**config.mk**
```make
export PLATFORM = sky130hd
export DESIGN_NAME = vprc_stage
export DESIGN_NICKNAME = d
export VERILOG_FILES = /design/src/sv/vprc_pkg.sv /design/src/sv/vprc_stage.sv
export SDC_FILE = /design/constraint.sdc
export NUM_CORES = 2
export LEC_CHECK = 0
export ABC_CLOCK_PERIOD_IN_PS = 9000
export BUFFER_PORTS_ARGS = -buffer_cell sky130_fd_sc_hd__buf_2
export CORE_AREA = 8 8 471 288
export CTS_BUF_LIST = sky130_fd_sc_hd__clkbuf_8 sky130_fd_sc_hd__clkbuf_16
export CTS_CLUSTER_DIAMETER = 30
export DETAILED_ROUTE_END_ITERATION = 10
export DIE_AREA = 0 0 479 296
export PLACE_DENSITY_LB_ADDON = 0.08
export SLEW_MARGIN = 10
export SYNTH_ARGS = -nofsm -noshare
export SYNTH_HDL_FRONTEND = slang
export SYNTH_SLANG_ARGS = --single-unit
export TNS_END_PERCENT = 100
```
**constraint.sdc**
```tcl
create_clock -name clk -period 9 [get_ports clk]
set_clock_uncertainty 0.05 [all_clocks]
set_input_delay 0.9 -clock clk [delete_from_list [all_inputs] [get_ports clk]]
set_output_delay 0.9 -clock clk [all_outputs]
set_load 0.01 [all_outputs]
```
**src/sv/vprc_pkg.sv**
```systemverilog
// Package for the vector plane rotation chain.
// Shared widths, plane codes, register indexes and the sine/cosine step functions.
// No dependencies.
package vprc_pkg;

  localparam int unsigned MAX_ROTATIONS = 4;
  localparam int unsigned CompW = 16;
  localparam int unsigned RegW  = 18;
  localparam int unsigned CntW  = 3;
  localparam int unsigned IdxW  = 3;

  localparam logic [1:0] PLANE_YX = 2'd0;
  localparam logic [1:0] PLANE_YZ = 2'd1;

  localparam logic [IdxW-1:0] REG_COUNT = 3'd0;
  localparam logic [IdxW-1:0] REG_ROT0  = 3'd1;

  // Cycles the input stays blocked after a register write while the trig pipe refills.
  localparam logic [1:0] TRIG_SETTLE = 2'd3;

  typedef logic signed [CompW-1:0] comp_t;

  typedef struct packed {
    logic [1:0]   plane;
    logic signed [15:0] cs;
    logic signed [15:0] sn;
  } trig_t;

  // Quarter sine, Q14 in, Q14 out, r in 0..16384, split into one multiply per step.
  function automatic logic [15:0] sine_sq(input logic [14:0] r);
    logic [29:0] rr;
    rr = 30'(r) * 30'(r);
    return rr[29:14];
  endfunction

  function automatic logic [13:0] sine_t(input logic [15:0] x2);
    logic [27:0] p1;
    p1 = 28'(x2) * 28'd1160;
    return 14'(14'd10512 - 14'(p1[27:14]));
  endfunction

  function automatic logic [15:0] sine_u(input logic [15:0] x2, input logic [13:0] t);
    logic [29:0] p2;
    p2 = 30'(x2) * 30'(t);
    return 16'(16'd25736 - 16'(p2[29:14]));
  endfunction

  function automatic logic [15:0] sine_out(input logic [14:0] r, input logic [15:0] u);
    logic [30:0] p3;
    p3 = 31'(r) * 31'(u);
    return p3[29:14];
  endfunction

endpackage

```
**src/sv/vprc_stage.sv**
```systemverilog
// One rotation stage of the chain: multiply, then round and saturate.
// Depends on vprc_pkg.
module vprc_stage (
  input  logic                 clk,
  input  logic                 rst,
  input  logic                 adv,
  input  logic                 in_valid,
  input  logic                 enable,
  input  vprc_pkg::trig_t      trig,
  input  vprc_pkg::comp_t      in_x,
  input  vprc_pkg::comp_t      in_y,
  input  vprc_pkg::comp_t      in_z,
  output logic                 out_valid,
  output vprc_pkg::comp_t      out_x,
  output vprc_pkg::comp_t      out_y,
  output vprc_pkg::comp_t      out_z
);
  import vprc_pkg::*;

  // product register
  logic               mvalid;
  logic               men;
  logic [1:0]         mplane;
  logic signed [31:0] pac, pbs, pas, pbc;
  comp_t              mx, my, mz;

  comp_t a, b;
  always_comb begin
    case (trig.plane)
      PLANE_YX: begin a = in_x; b = in_y; end
      PLANE_YZ: begin a = in_z; b = in_y; end
      default:  begin a = in_x; b = in_z; end
    endcase
  end

  always_ff @(posedge clk) begin
    if (rst) begin
      mvalid <= 1'b0;
      out_valid <= 1'b0;
    end else if (adv) begin
      mvalid <= in_valid;
      out_valid <= mvalid;
    end
    if (adv) begin
      men <= enable;
      mplane <= trig.plane;
      pac <= 32'(a * trig.cs);
      pbs <= 32'(b * trig.sn);
      pas <= 32'(a * trig.sn);
      pbc <= 32'(b * trig.cs);
      mx <= in_x; my <= in_y; mz <= in_z;
    end
  end

  function automatic comp_t rnd(input logic signed [32:0] v);
    logic signed [32:0] w;
    logic signed [18:0] q;
    w = v + 33'sd8192;
    q = w[32:14];
    if (q > 19'sd32767)       return 16'sh7fff;
    else if (q < -19'sd32768) return 16'sh8000;
    else                      return q[15:0];
  endfunction

  comp_t np, nq;
  assign np = rnd(33'(pac) + 33'(pbs));
  assign nq = rnd(33'(pbc) - 33'(pas));

  // Pass the vector through, replacing the rotated pair when enabled.
  comp_t x_next, y_next, z_next;
  always_comb begin
    x_next = mx;
    y_next = my;
    z_next = mz;
    if (men) begin
      case (mplane)
        PLANE_YX: begin x_next = np; y_next = nq; end
        PLANE_YZ: begin z_next = np; y_next = nq; end
        default:  begin x_next = np; z_next = nq; end
      endcase
    end
  end

  always_ff @(posedge clk) begin
    if (adv) begin
      out_x <= x_next; out_y <= y_next; out_z <= z_next;
    end
  end

  assert property (@(posedge clk) disable iff (rst) adv |=> out_valid == $past(mvalid))
    else $error("stage valid lost");
  assert property (@(posedge clk) disable iff (rst) !adv |=> $stable(out_x) && $stable(out_valid))
    else $error("stage moved while stalled");
  assert property (@(posedge clk) disable iff (rst)
    adv && !enable |=> mx == $past(in_x) && !men)
    else $error("bypass corrupted");
endmodule

```
==> results.cfg <==
[route]
vias_per_cell = 5.00
ant_nets = 0
dr.pass1.iters = 6
vias = 35500
detail_route.iter0.violations = 3121
drt_wl_total_um = 155000
drt-wirelength-per-cell_um = 21.9
drc = 0

[finish]
regArea_um2 = 6860
layout.nets = 6920
fin_util_pct = 43.4
fillers = 12600
final_layout_size_suffix_gt1_share_pct = 7.81
syn_to_final_growth_pct = 8.98
multiInputGateArea_um2 = 38800

[worst_setup_path]
critical_path.top_delay_family = adder cells
path_max_fanout = 24
r2r-start = pbs[2]
worstPathRequired_ns = 9.30
start_kind = input pin
crit_buf_inv = 7
rrSetupSlack_ns = 3.13
critical_path.endpoint_type = flop
crit_path_max_incr_delay_ns = 0.68
timing.critical_path.mode_cell = fa_1
worst-r2r-cell-count = 12
path_class = in -> reg
r2r-end = out_z[12]
cpMaxStageDelayCell = o41ai_1
cp.arrival_ns = 8.37

[synthesis]
synth_top_area_share_pct = 41.1
synth.avg_cell_area_um2 = 9.70
synth.area.top_cells = fa_1 (41%), edfxtp_1 (13%), ha_1 (11%), inv_1 (9.0%), and2_1 (5.8%)
synth_area_um2 = 51100
seq_area_frac_synth_pct = 13.4
synth_cell_types = 90
synth_warnings = 0
synth_largest_area_cell = fa_1
synth_nets = 6846
synth.most_common_cell = inv_1
ys_top_cells_by_count = inv_1 (1220), fa_1 (1048), nand2_1 (601)
synth_cells = 5261
synthArstFlopShare_pct = 0
synth-seq-cells = 229
ys.flop_type = edfxtp_1
synth-edff-count = 227

[timing]
maxSlewHeadroom_pct = 7.91
rsz0062_at_grt = no
worst_slew_pin_slew_ns = 1.34
hold_viol_final = 0
setup_viol = 0
post-route-period-util_pct = 89.7
timing.final.crit_period_ns = 8.07
drv_slew = 0
fmax_ghz = 0.124
fin_setup_tns_ns = 0

[grt]
grt_pass1_vias = 36900
gr-total-overflow = 0
track_usage_pct = 22.5
grt_start_max_net_pins = 83
antenna_found_initial = 20
grt_pass1_wl_um = 241000

[clock_network]
cts_buffers = 53
post_cts_resized = 0
cts-root-buf = clkbuf_16
clk_latency_ns = 0.62
cts_setup_buffers = 0
cts-htree-levels = 2
clockBufferDepth = 3
clk_pin_slew_worst_paths_ns = 0.04
numClockSinks = 229
cts_tree = yes
holdBufCountCts = 0

[floorplan]
coreArea_um2 = 128000
die_h_um = 296
die_w_um = 479
start_util_pct = 39.8
die-area_um2 = 142000
io_pins = 136
rows = 102

[placed_design]
dp_hpwl_um = 129000
portBuffers = 135
gp_congestion = 0.897

[outcome]
status = finished, final reports clean

[run]
max-cap-violations = 0

[min_path]
hold_path_end = mvalid
hold_start = rst
hold_path_class = in -> reg
hold_depth = 2
[registers in the layout (all words and copies together), names as in the netlist]
register   cells
men            1
out_z         16
mplane         2
out_valid      1
mz            16
pbc           32
pbs           32
pac           32
mvalid         1
pas           32
out_x         16
my            16
out_y         16
mx            16
[metal layers]
metal | global-route usage (%) | share of wire (%) | up-vias
met1 | 38.0 | 54 | 18100
met3 | 5.44 | 9.0 | 117
met2 | 28.7 | 36 | 1086
li1 | - | - | 16200
met5 | 0 | 0.036 | -
met4 | 3.23 | 1.5 | 8
[worst reg2reg max path, stage by stage (launching register included)]
cell       delay [ns]
edfxtp_1         0.39
ha_1             0.29
ha_1             0.27
nand4_1          0.08
a22oi_1          0.59
a21oi_1          0.15
nor3_1           0.79
a41o_1           0.38
a41oi_2          0.16
xor2_2           0.95
o31ai_4          0.51
nand4_1          0.78
a2111oi_2        0.17
[through the flow]
stage / hold WS [ns] / instance area, µm² / setup WS [ns] / cells
after floorplan: 0.410 / 51100 / 0.978 / 5261
after global placement: 0.429 / 53800 / 0.455 / 6996
after detailed placement: 0.435 / 53800 / 0.437 / 6996
after CTS: 0.363 / 55600 / 1.07 / 7095
after global routing: 0.382 / 55600 / 0.479 / 7096
final: 0.404 / 55600 / 0.926 / 7099
[worst max-delay path by stage]
| stage | from | endpoint | slack (ns) | cells past startpoint |
|---|---|---|---|---|
| 4_1_cts | trig[33] | pas[31] | 1.07 | 27 |
| 6_report | trig[33] | pbs[31] | 0.93 | 25 |
| 2_1_floorplan | trig[32] | pas[31] | 0.98 | 28 |
| 3_5_place_dp | trig[33] | pas[31] | 0.44 | 27 |
| 3_3_place_gp | trig[33] | pas[31] | 0.46 | 27 |
| 5_1_grt | trig[33] | pbs[31] | 0.48 | 25 |
[cells by family (layout without fill, tap and decap cells)]
family | Yosys count | count (layout) | synth area share, %
multiplexers | 43 | 43 | 0.924
XOR/XNOR | 172 | 172 | 2.97
buffers and inverters | 1435 | 1553 | 10.6
AO/OA/AOI/OAI | 459 | 459 | 6.19
flip-flops | 229 | 229 | 13.4
other | 0 | 4 | 0
AND/OR/NAND/NOR | 1425 | 1425 | 13.8
adder cells (fa/ha/maj) | 1498 | 1498 | 52.1
[final cells by class]
type	instances	share of cell area, %
clock buffers	53	2.38
repair buffers	234	2.59
clock inverters	46	0.870
well taps	1716	3.86
inverters	1220	8.23
flip-flops and latches	229	12.3
diodes	4	0.0180
multi-input cells	3597	69.7
[placed cells by master (no fill, tap or decap), types with 8 or more instances in the layout]
master	instances
a211oi_1	15
a211oi_2	8
a21o_1	67
a21oi_1	150
a221oi_1	11
a31oi_1	18
and2_1	477
and3_1	17
buf_2	134
buf_4	98
bufinv_16	8
clkbuf_16	53
clkinv_2	11
edfxtp_1	227
fa_1	1048
ha_1	450
inv_1	1227
mux2_2	33
mux2i_1	10
nand2_1	601
nand2b_1	13
nand3_1	39
nand4_1	15
nor2_1	148
nor2b_1	21
nor3_1	35
nor4_1	8
o211ai_1	11
o211ai_2	8
o21a_1	15
o21ai_0	63
o21bai_1	20
o221a_2	9
or2_2	9
or3_1	8
xnor2_1	134
xor2_1	37
Power is not shown: default switching activity piles up to over one toggle a cycle in this logic, so the estimate is an artifact.
